### config.mk
export PLATFORM = sky130hd
export DESIGN_NAME = trace_begin_end_repair_flat
export DESIGN_NICKNAME = d
export VERILOG_FILES = /design/src/rtl/tber_pkg.sv /design/src/rtl/tber_in_if.sv /design/src/rtl/tber_out_if.sv /design/src/rtl/trace_begin_end_repair.sv /design/src/rtl/tber_ctrl.sv /design/src/rtl/tber_dp.sv /design/src/flat_wrapper.sv
export SDC_FILE = /design/constraint.sdc
export NUM_CORES = 2
export LEC_CHECK = 0
export BUFFER_PORTS_ARGS = -buffer_cell sky130_fd_sc_hd__buf_2
export CAP_MARGIN = 0
export CORE_MARGIN = 3
export CORE_UTILIZATION = 30
export DETAILED_ROUTE_END_ITERATION = 8
export GPL_ROUTABILITY_DRIVEN = 1
export PLACE_DENSITY_LB_ADDON = 0.15
export SYNTH_ARGS = -nofsm -noshare
export SYNTH_HDL_FRONTEND = slang
export SYNTH_SLANG_ARGS = --single-unit
### constraint.sdc
create_clock -name clk -period 10.38 [get_ports clk]
set_clock_uncertainty 0.2 [all_clocks]
set_input_delay 0.519 -clock clk [delete_from_list [all_inputs] [get_ports clk]]
set_output_delay 0.519 -clock clk [all_outputs]
set_load 0.1 [all_outputs]
### src/rtl/tber_pkg.sv
// ----------------------------------------------------------------------------
// tber_pkg: shared types and constants for the trace begin/end repair block
// Holds the stack size, the result status codes, the controller states and
// the command and status structs between the controller and the datapath.
// ----------------------------------------------------------------------------
package tber_pkg;

  localparam int STACK_DEPTH = 32;
  localparam int CNT_W       = $clog2(STACK_DEPTH + 1);
  localparam int IDX_W       = (STACK_DEPTH > 1) ? $clog2(STACK_DEPTH) : 1;
  localparam int FN_W        = 16;
  localparam int TICK_W      = 64;
  localparam int GAP_W       = 16;
  localparam int ADDR_W      = 3;
  localparam int DATA_W      = 32;

  localparam logic [GAP_W-1:0] GAP_RESET = 16'd100;

  typedef enum logic [0:0] {
    ACT_EVENT  = 1'b0,
    ACT_FINISH = 1'b1
  } action_t;

  typedef enum logic [0:0] {
    KIND_BEGIN = 1'b0,
    KIND_END   = 1'b1
  } kind_t;

  typedef enum logic [2:0] {
    ST_KEPT          = 3'd0,
    ST_BEGIN_DROPPED = 3'd1,
    ST_ORPHAN_DROP   = 3'd2,
    ST_INSERTED      = 3'd3,
    ST_NOTHING_OPEN  = 3'd4,
    ST_OVERFLOW      = 3'd5
  } status_t;

  typedef enum logic [0:0] {
    REG_GAP = 1'b0
  } reg_idx_t;

  typedef enum logic [2:0] {
    S_IDLE,
    S_EXEC,
    S_OUT,
    S_FPOP,
    S_FLOAD,
    S_FOUT
  } state_t;

  typedef struct packed {
    logic capture;
    logic exec;
    logic fin_pop;
    logic fin_load;
    logic fin_adv;
  } cmd_t;

  typedef struct packed {
    logic is_finish;
    logic open_empty;
  } dp_sts_t;

endpackage

### src/rtl/tber_in_if.sv
// ----------------------------------------------------------------------------
// tber_in_if: input request channel
// Carries one profiler event or a finish request with a valid/ready handshake.
// ----------------------------------------------------------------------------
interface tber_in_if;
  logic        valid;
  logic        ready;
  logic        action;
  logic        event_kind;
  logic [15:0] function_index;
  logic [63:0] event_tick;

  modport source (output valid, output action, output event_kind,
                  output function_index, output event_tick, input ready);
  modport sink (input valid, input action, input event_kind,
                input function_index, input event_tick, output ready);
endinterface

### src/rtl/tber_out_if.sv
// ----------------------------------------------------------------------------
// tber_out_if: result request channel
// Carries one kept, dropped or inserted event with a valid/ready handshake.
// ----------------------------------------------------------------------------
interface tber_out_if;
  logic        valid;
  logic        ready;
  logic        out_kind;
  logic [15:0] out_function;
  logic [63:0] out_tick;
  logic [2:0]  status;
  logic        last;

  modport source (output valid, output out_kind, output out_function,
                  output out_tick, output status, output last, input ready);
  modport sink (input valid, input out_kind, input out_function,
                input out_tick, input status, input last, output ready);
endinterface

### src/rtl/trace_begin_end_repair.sv
// ----------------------------------------------------------------------------
// trace_begin_end_repair: profiler begin/end nesting repair
// Keeps, drops or closes begin/end events with an open stack and an orphan
// stack, and closes all open begins with inserted ends on a finish request.
//
//   Channel  Direction  Handshake              Contents
//   in_if    sink       valid/ready            action, kind, function, tick
//   out_if   source     valid/ready            kind, function, tick, status
//   APB      slave      psel/penable, pready   inserted end gap at 0x0
//
// An ordinary event, or a finish with nothing open, passes through the
// accepting state, an evaluation state on the captured request and the
// registered orphan stack top, and a state with the result valid.
// A finish with begins open passes the accepting and evaluation states, then
// for each open entry a pop with a registered read of the open stack, a
// result load and a state with the result valid.
// The next request is accepted the cycle after the last result is taken.
// A stalled result holds its value until it is taken.
// Reset clears the counts and the last kept tick and sets the gap to 100.
// ----------------------------------------------------------------------------
module trace_begin_end_repair (
  input  logic                          clk,
  input  logic                          rst_n,
  tber_in_if.sink                       in_if,
  tber_out_if.source                    out_if,
  input  logic                          psel,
  input  logic                          penable,
  input  logic                          pwrite,
  input  logic [tber_pkg::ADDR_W-1:0]   paddr,
  input  logic [tber_pkg::DATA_W-1:0]   pwdata,
  output logic [tber_pkg::DATA_W-1:0]   prdata,
  output logic                          pready
);
  import tber_pkg::*;

  cmd_t             cmd;
  dp_sts_t          sts;
  logic             gap_we;
  logic [GAP_W-1:0] gap;
  logic [2:0]       status;
  logic             reg_hit;

  assign pready  = 1'b1;
  assign reg_hit = (paddr[2] == REG_GAP);
  assign gap_we  = psel && penable && pwrite && reg_hit;
  assign prdata  = reg_hit ? DATA_W'(gap) : '0;

  tber_ctrl u_ctrl (
    .clk       (clk),
    .rst_n     (rst_n),
    .in_valid  (in_if.valid),
    .in_ready  (in_if.ready),
    .out_valid (out_if.valid),
    .out_ready (out_if.ready),
    .sts       (sts),
    .cmd       (cmd)
  );

  tber_dp u_dp (
    .clk               (clk),
    .rst_n             (rst_n),
    .cmd               (cmd),
    .sts               (sts),
    .in_action         (in_if.action),
    .in_event_kind     (in_if.event_kind),
    .in_function_index (in_if.function_index),
    .in_event_tick     (in_if.event_tick),
    .gap_we            (gap_we),
    .gap_wdata         (pwdata[GAP_W-1:0]),
    .gap               (gap),
    .out_kind          (out_if.out_kind),
    .out_function      (out_if.out_function),
    .out_tick          (out_if.out_tick),
    .out_status        (status),
    .out_last          (out_if.last)
  );

  assign out_if.status = status;

endmodule

### src/rtl/tber_ctrl.sv
// ----------------------------------------------------------------------------
// tber_ctrl: sequencing controller
// Accepts one request at a time, steps the datapath through evaluation or
// the finish walk, and runs the result handshake.
// ----------------------------------------------------------------------------
module tber_ctrl (
  input  logic             clk,
  input  logic             rst_n,
  input  logic             in_valid,
  output logic             in_ready,
  output logic             out_valid,
  input  logic             out_ready,
  input  tber_pkg::dp_sts_t sts,
  output tber_pkg::cmd_t   cmd
);
  import tber_pkg::*;

  state_t state_r;
  state_t state_nxt;

  always_ff @(posedge clk) begin
    if (!rst_n) begin
      state_r <= S_IDLE;
    end else begin
      state_r <= state_nxt;
    end
  end

  always_comb begin
    state_nxt = state_r;
    cmd       = '0;
    in_ready  = 1'b0;
    out_valid = 1'b0;
    unique case (state_r)
      S_IDLE: begin
        in_ready = 1'b1;
        if (in_valid) begin
          cmd.capture = 1'b1;
          state_nxt   = S_EXEC;
        end
      end
      S_EXEC: begin
        cmd.exec = 1'b1;
        if (sts.is_finish && !sts.open_empty) begin
          state_nxt = S_FPOP;
        end else begin
          state_nxt = S_OUT;
        end
      end
      S_OUT: begin
        out_valid = 1'b1;
        if (out_ready) begin
          state_nxt = S_IDLE;
        end
      end
      S_FPOP: begin
        cmd.fin_pop = 1'b1;
        state_nxt   = S_FLOAD;
      end
      S_FLOAD: begin
        cmd.fin_load = 1'b1;
        state_nxt    = S_FOUT;
      end
      S_FOUT: begin
        out_valid = 1'b1;
        if (out_ready) begin
          cmd.fin_adv = 1'b1;
          state_nxt   = sts.open_empty ? S_IDLE : S_FPOP;
        end
      end
      default: begin
        state_nxt = S_IDLE;
      end
    endcase
  end

endmodule

### src/rtl/tber_dp.sv
// ----------------------------------------------------------------------------
// tber_dp: stacks, counters and result register
// Holds the open and orphan stacks as memories with registered reads, the
// stack counts, the last kept tick, the gap register and the result fields.
// ----------------------------------------------------------------------------
module tber_dp (
  input  logic                          clk,
  input  logic                          rst_n,
  input  tber_pkg::cmd_t                cmd,
  output tber_pkg::dp_sts_t             sts,
  input  logic                          in_action,
  input  logic                          in_event_kind,
  input  logic [tber_pkg::FN_W-1:0]     in_function_index,
  input  logic [tber_pkg::TICK_W-1:0]   in_event_tick,
  input  logic                          gap_we,
  input  logic [tber_pkg::GAP_W-1:0]    gap_wdata,
  output logic [tber_pkg::GAP_W-1:0]    gap,
  output logic                          out_kind,
  output logic [tber_pkg::FN_W-1:0]     out_function,
  output logic [tber_pkg::TICK_W-1:0]   out_tick,
  output logic [2:0]                    out_status,
  output logic                          out_last
);
  import tber_pkg::*;

  logic [FN_W-1:0]   open_mem [STACK_DEPTH];
  logic [FN_W-1:0]   orph_mem [STACK_DEPTH];
  logic [FN_W-1:0]   open_rd_r;
  logic [FN_W-1:0]   orph_rd_r;

  logic [CNT_W-1:0]  open_cnt_r,  open_cnt_nxt;
  logic [CNT_W-1:0]  orph_cnt_r,  orph_cnt_nxt;
  logic [TICK_W-1:0] last_tick_r, last_tick_nxt;
  logic [TICK_W-1:0] fin_tick_r,  fin_tick_nxt;
  logic [GAP_W-1:0]  gap_r;

  logic              act_r;
  logic              kind_r;
  logic [FN_W-1:0]   fn_r;
  logic [TICK_W-1:0] tick_r;

  logic              out_kind_r,  out_kind_nxt;
  logic [FN_W-1:0]   out_fn_r,    out_fn_nxt;
  logic [TICK_W-1:0] out_tick_r,  out_tick_nxt;
  status_t           out_st_r,    out_st_nxt;
  logic              out_last_r,  out_last_nxt;
  logic              out_load;

  logic              open_push;
  logic              orph_push;
  logic [CNT_W-1:0]  open_top;
  logic [CNT_W-1:0]  orph_top;

  assign open_top = open_cnt_r - CNT_W'(1);
  assign orph_top = orph_cnt_r - CNT_W'(1);

  assign sts.is_finish  = act_r;
  assign sts.open_empty = (open_cnt_r == '0);

  always_comb begin
    open_cnt_nxt  = open_cnt_r;
    orph_cnt_nxt  = orph_cnt_r;
    last_tick_nxt = last_tick_r;
    fin_tick_nxt  = fin_tick_r;
    open_push     = 1'b0;
    orph_push     = 1'b0;
    out_load      = 1'b0;
    out_kind_nxt  = kind_r;
    out_fn_nxt    = fn_r;
    out_tick_nxt  = tick_r;
    out_st_nxt    = ST_KEPT;
    out_last_nxt  = 1'b1;
    if (cmd.exec) begin
      out_load = 1'b1;
      if (act_r == ACT_FINISH) begin
        fin_tick_nxt = last_tick_r;
        if (open_cnt_r == '0) begin
          out_kind_nxt  = 1'b0;
          out_fn_nxt    = '0;
          out_tick_nxt  = '0;
          out_st_nxt    = ST_NOTHING_OPEN;
          orph_cnt_nxt  = '0;
          last_tick_nxt = '0;
        end
      end else if (kind_r == KIND_BEGIN) begin
        if (orph_cnt_r != '0 && orph_rd_r == fn_r) begin
          orph_cnt_nxt = orph_top;
          out_st_nxt   = ST_BEGIN_DROPPED;
        end else if (open_cnt_r == CNT_W'(STACK_DEPTH)) begin
          out_st_nxt = ST_OVERFLOW;
        end else begin
          open_push     = 1'b1;
          open_cnt_nxt  = open_cnt_r + CNT_W'(1);
          last_tick_nxt = tick_r;
        end
      end else if (open_cnt_r == '0) begin
        if (orph_cnt_r == CNT_W'(STACK_DEPTH)) begin
          out_st_nxt = ST_OVERFLOW;
        end else begin
          orph_push    = 1'b1;
          orph_cnt_nxt = orph_cnt_r + CNT_W'(1);
          out_st_nxt   = ST_ORPHAN_DROP;
        end
      end else begin
        open_cnt_nxt  = open_top;
        last_tick_nxt = tick_r;
      end
    end
    if (cmd.fin_pop) begin
      open_cnt_nxt = open_top;
    end
    if (cmd.fin_load) begin
      out_load     = 1'b1;
      out_kind_nxt = KIND_END;
      out_fn_nxt   = open_rd_r;
      out_tick_nxt = fin_tick_r;
      out_st_nxt   = ST_INSERTED;
      out_last_nxt = (open_cnt_r == '0);
    end
    if (cmd.fin_adv) begin
      fin_tick_nxt = fin_tick_r + TICK_W'(gap_r);
      if (open_cnt_r == '0) begin
        orph_cnt_nxt  = '0;
        last_tick_nxt = '0;
      end
    end
  end

  always_ff @(posedge clk) begin
    if (!rst_n) begin
      open_cnt_r  <= '0;
      orph_cnt_r  <= '0;
      last_tick_r <= '0;
      gap_r       <= GAP_RESET;
    end else begin
      open_cnt_r  <= open_cnt_nxt;
      orph_cnt_r  <= orph_cnt_nxt;
      last_tick_r <= last_tick_nxt;
      if (gap_we) begin
        gap_r <= gap_wdata;
      end
    end
  end

  always_ff @(posedge clk) begin
    fin_tick_r <= fin_tick_nxt;
    if (cmd.capture) begin
      act_r  <= in_action;
      kind_r <= in_event_kind;
      fn_r   <= in_function_index;
      tick_r <= in_event_tick;
    end
    if (out_load) begin
      out_kind_r <= out_kind_nxt;
      out_fn_r   <= out_fn_nxt;
      out_tick_r <= out_tick_nxt;
      out_st_r   <= out_st_nxt;
      out_last_r <= out_last_nxt;
    end
  end

  always_ff @(posedge clk) begin
    if (open_push) begin
      open_mem[open_cnt_r[IDX_W-1:0]] <= fn_r;
    end
    open_rd_r <= open_mem[open_top[IDX_W-1:0]];
  end

  always_ff @(posedge clk) begin
    if (orph_push) begin
      orph_mem[orph_cnt_r[IDX_W-1:0]] <= fn_r;
    end
    orph_rd_r <= orph_mem[orph_top[IDX_W-1:0]];
  end

  assign gap          = gap_r;
  assign out_kind     = out_kind_r;
  assign out_function = out_fn_r;
  assign out_tick     = out_tick_r;
  assign out_status   = out_st_r;
  assign out_last     = out_last_r;

endmodule

### src/flat_wrapper.sv
// flat-port wrapper written by rule: the top's interface ports become plain ports
module trace_begin_end_repair_flat import tber_pkg::*;
  (clk, rst_n, psel, penable, pwrite, paddr, pwdata, prdata, pready, in_if_valid, in_if_action, in_if_event_kind, in_if_function_index, in_if_event_tick, in_if_ready, out_if_valid, out_if_out_kind, out_if_out_function, out_if_out_tick, out_if_status, out_if_last, out_if_ready);
  tber_in_if in_if_i ();
  tber_out_if out_if_i ();
  input  logic clk;
  input  logic rst_n;
  input  logic psel;
  input  logic penable;
  input  logic pwrite;
  input  logic [tber_pkg::ADDR_W-1:0] paddr;
  input  logic [tber_pkg::DATA_W-1:0] pwdata;
  output logic [tber_pkg::DATA_W-1:0] prdata;
  output logic pready;
  input wire logic [$bits(in_if_i.valid)-1:0] in_if_valid;
  input wire logic [$bits(in_if_i.action)-1:0] in_if_action;
  input wire logic [$bits(in_if_i.event_kind)-1:0] in_if_event_kind;
  input wire logic [$bits(in_if_i.function_index)-1:0] in_if_function_index;
  input wire logic [$bits(in_if_i.event_tick)-1:0] in_if_event_tick;
  output wire logic [$bits(in_if_i.ready)-1:0] in_if_ready;
  output wire logic [$bits(out_if_i.valid)-1:0] out_if_valid;
  output wire logic [$bits(out_if_i.out_kind)-1:0] out_if_out_kind;
  output wire logic [$bits(out_if_i.out_function)-1:0] out_if_out_function;
  output wire logic [$bits(out_if_i.out_tick)-1:0] out_if_out_tick;
  output wire logic [$bits(out_if_i.status)-1:0] out_if_status;
  output wire logic [$bits(out_if_i.last)-1:0] out_if_last;
  input wire logic [$bits(out_if_i.ready)-1:0] out_if_ready;
  assign in_if_i.valid = in_if_valid;
  assign in_if_i.action = in_if_action;
  assign in_if_i.event_kind = in_if_event_kind;
  assign in_if_i.function_index = in_if_function_index;
  assign in_if_i.event_tick = in_if_event_tick;
  assign in_if_ready = in_if_i.ready;
  assign out_if_valid = out_if_i.valid;
  assign out_if_out_kind = out_if_i.out_kind;
  assign out_if_out_function = out_if_i.out_function;
  assign out_if_out_tick = out_if_i.out_tick;
  assign out_if_status = out_if_i.status;
  assign out_if_last = out_if_i.last;
  assign out_if_i.ready = out_if_ready;
  trace_begin_end_repair u_core (.clk(clk), .rst_n(rst_n), .in_if(in_if_i), .out_if(out_if_i), .psel(psel), .penable(penable), .pwrite(pwrite), .paddr(paddr), .pwdata(pwdata), .prdata(prdata), .pready(pready));
endmodule
==> flow_metrics.env <==
export IMPL_status="complete, no violations"
export IMPL_tns_ns=0
export IMPL_r2r_cells=6
export IMPL_power_switching_mw=3.516
export IMPL_holdPathEnd="u_core.u_dp.fn_r[2]"
export IMPL_grt_max_degree=98
export IMPL_clock_latency_ns=0.81
export IMPL_ys_ff_latch=1382
export IMPL_worstPathArrival_ns=5.50
export IMPL_path_clk_slew_ns=0.07
export IMPL_ir_drop_mv=0.1193
export IMPL_die_w_um=431.2
export IMPL_fp_row_count=155
export IMPL_finalPower_mw=13.35
export IMPL_final_util_pct=35.96
export IMPL_use_met2_pct=26.10
export IMPL_routedWlPerCell_um=25.51
export IMPL_drv_cap=0
export IMPL_reg2reg_to="u_core.u_dp.open_rd_r[13]"
export IMPL_syn_instance_count=2796
export IMPL_drc=0
export IMPL_r2r_start="u_core.u_dp.open_cnt_r[0]"
export IMPL_holdWs_ns=0.1593
export IMPL_port_buffer_count=208
export IMPL_drive_gt1_share_pct=27.77
export IMPL_synth_edf_count=1255
export IMPL_drv_slew=0
export IMPL_finalSetupViolCount=0
export IMPL_synthToLayoutAreaGrowth_pct=18.67
export IMPL_period_minus_slack_ns=5.011
export IMPL_hpwl_mm=85.50
export IMPL_netlist_area_um2=54240
export IMPL_routed_via_density=4.945
export IMPL_coreArea_um2=179000
export IMPL_postRouteAntennaNets=0
export IMPL_worst_path_max_fanout=66
export IMPL_mostFrequentLayoutCell="edfxtp_1"
export IMPL_setup_slack_ns=5.369
export IMPL_dr_pass1_iters=7
export IMPL_grt_use_met3_pct=2.579
export IMPL_max_slew_margin_pct=16.02
export IMPL_wl_mm=145.5
export IMPL_clockBufferDepth=3
export IMPL_antenna_found_initial=7
export IMPL_pre_cts_ws_ns=5.221
export IMPL_period_share_pct=48.28
export IMPL_met1_usage_pct=20.12
export IMPL_p_leak_nw=20.54
export IMPL_gr_total_overflow=0
export IMPL_clkPwrFrac_pct=38.7
export IMPL_grt_pass1_wl_mm=208.5
export IMPL_power_frac_comb_pct=12.9
export IMPL_root_buffer="clkbuf_16"
export IMPL_worst_slew_pin_slew_ns=1.253
export IMPL_min_path_type="primary input to register"
export IMPL_synthArstFlopShare_pct=0
export IMPL_p_seq_share_pct=48.4
export IMPL_gp_congestion=0.7856
export IMPL_num_nets_final=3366
export IMPL_required_ns=10.87
export IMPL_first_iter_violations=2553
export IMPL_dominantRegCellSynth="edfxtp_1"
export IMPL_cts_buffers=151
export IMPL_grt_pass1_vias=29460
export IMPL_syn_avg_cell_area_um2=19.40
export IMPL_io_pins=244
export IMPL_synth_distinct_cells=73
export IMPL_n_fill_cell=16510
export IMPL_finalHoldViolations=0
export IMPL_ctsResizeCount=0
export IMPL_worst_setup_path_type="register to register"
export IMPL_multiInputGateArea_um2=13390
export IMPL_cp_start_kind="register"
export IMPL_power_density_nw_per_um2=207.4
export IMPL_endpoint_kind="register"
export IMPL_htree_levels=4
export IMPL_whs_path_depth=2
export IMPL_hp_start="in_if_valid"
export IMPL_start_util_pct=30.30
export IMPL_vias=28200
export IMPL_dieArea_um2=186000
export IMPL_yosysSeqAreaShare_pct=74.16
export IMPL_die_h_um=431.2
export IMPL_grt_busiest_layer="met2"
export IMPL_fmax_mhz=199.6
export IMPL_cell_internal_pwr_mw=9.837
export IMPL_swShare_pct=26.33
export IMPL_yosys_warnings=0
export IMPL_reg2reg_setup_slack_ns=5.37
export IMPL_grt_setup_unrepaired="no"
export IMPL_seq_area_um2=40240
export IMPL_track_usage_pct=15.51
export IMPL_final_cell_mix="edfxtp_1, mux4_2, buf_2, nand2_1, clkbuf_16"
export IMPL_cts_tree="done"
export IMPL_clkSinkCount=1382
[worst max path at each step]
stage,startpoint,end,slack (ns)
after global routing,u_core.u_dp.open_cnt_r[0],u_core.u_dp.open_rd_r[5],5.03
after floorplan,u_core.u_ctrl.state_r[1],u_core.u_dp.act_r,4.98
final,u_core.u_dp.open_cnt_r[0],u_core.u_dp.open_rd_r[13],5.37
after detailed placement,u_core.u_dp.open_cnt_r[0],u_core.u_dp.open_rd_r[5],5.22
after CTS,u_core.u_dp.open_cnt_r[0],u_core.u_dp.open_rd_r[5],5.21
after global placement,u_core.u_dp.open_cnt_r[0],u_core.u_dp.open_rd_r[5],5.28
[Yosys cell counts (4+ instances only)]
cell	instances	area [um2]
clkbuf_1	119	446.7
o21a_1	4	30.03
mux2_2	32	360.4
nand3b_1	7	52.55
buf_1	20	75.07
nor3_1	22	110.1
mux4_2	320	7207
or3_1	5	31.28
or2_2	5	31.28
buf_6	7	78.83
and2_1	4	25.02
xnor2_1	60	525.5
o21ai_0	71	355.3
nor2b_1	24	150.1
o21ai_1	7	35.03
and4_1	4	35.03
a211oi_1	7	52.55
buf_4	17	127.6
ha_1	26	325.3
a31oi_1	6	37.54
nor4_1	7	43.79
nand4_1	20	125.1
nor2_1	94	352.8
a22oi_1	4	30.03
edfxtp_1	1255	37690
buf_2	6	30.03
xor2_1	21	183.9
a21o_1	7	52.55
and3_1	12	75.07
nand3_1	37	185.2
a21oi_1	43	215.2
a22o_1	144	1261
dfxtp_1	127	2542
inv_1	18	67.56
a2111oi_0	7	61.31
nand2_1	165	619.3
[power groups by stage]
stage,logic [mW],clock network [mW],registers (mW)
after floorplan,0.875,0,6.87
after global placement,1.68,0,6.58
after detailed placement,1.71,0,6.58
after CTS,1.75,5.33,6.46
after global routing,1.83,5.54,6.48
final,1.72,5.17,6.46
[area by class of cell]
class | instances | area share [%]
diodes | 6 | 0.02332
clock buffers | 182 | 6.160
clock inverters | 98 | 1.322
inverters | 18 | 0.1050
multi-input cells | 1242 | 20.79
flip-flops and latches | 1382 | 62.51
well taps | 2355 | 4.577
repair buffers | 420 | 4.513
[timing repair]
item,4_1_cts,5_1_grt
hold buffers,104,0
endpoints found under the hold margin,103,0
setup buffers,0,0
[logic make-up (layout without fill, tap and decap cells)]
group,after synthesis,count (layout),share of synthesized area (%)
buffers and inverters,187,718,1.522
AO/OA/AOI/OAI,333,333,4.576
other,2,23,0.01384
adder cells (fa/ha/maj),27,27,0.6366
AND/OR/NAND/NOR,429,429,3.776
flip-flops,1382,1382,74.16
XOR/XNOR,81,81,1.308
multiplexers,355,355,14.01
[layer usage]
metal / part of all wire (%) / wire length (um)
met5: 0 / 0
met4: 3.8 / 5581
met3: 4.4 / 6334
met2: 49 / 71460
met1: 43 / 62090
[state kept, by name (all words and copies together), names as in the netlist, 6 cells and up]
register                  flops
u_core.u_dp.tick_r           64
u_core.u_dp.open_rd_r        16
u_core.u_dp.gap              16
u_core.u_dp.fn_r             16
u_core.u_dp.out_function     16
u_core.u_dp.open_cnt_r        6
u_core.u_dp.last_tick_r      64
u_core.u_dp.orph_mem        512
u_core.u_dp.orph_rd_r        16
u_core.u_dp.fin_tick_r       64
u_core.u_dp.orph_cnt_r        6
u_core.u_dp.out_tick         64
u_core.u_dp.open_mem        512
[worst max-delay path, stage by stage, from the launching register on]
cell	delay, ns
dfxtp_4	0.99
inv_1	0.34
ha_4	1.08
buf_4	0.92
mux4_2	0.44
mux4_2	0.56
mux2_2	0.29
[stage by stage]
step	cell area, um2	std cells
after floorplan	54300	2811
after global placement	58500	5313
after detailed placement	58500	5313
after CTS	64360	5697
after global routing	64360	5698
final	64370	5703
(Power assumes the default switching activity.)
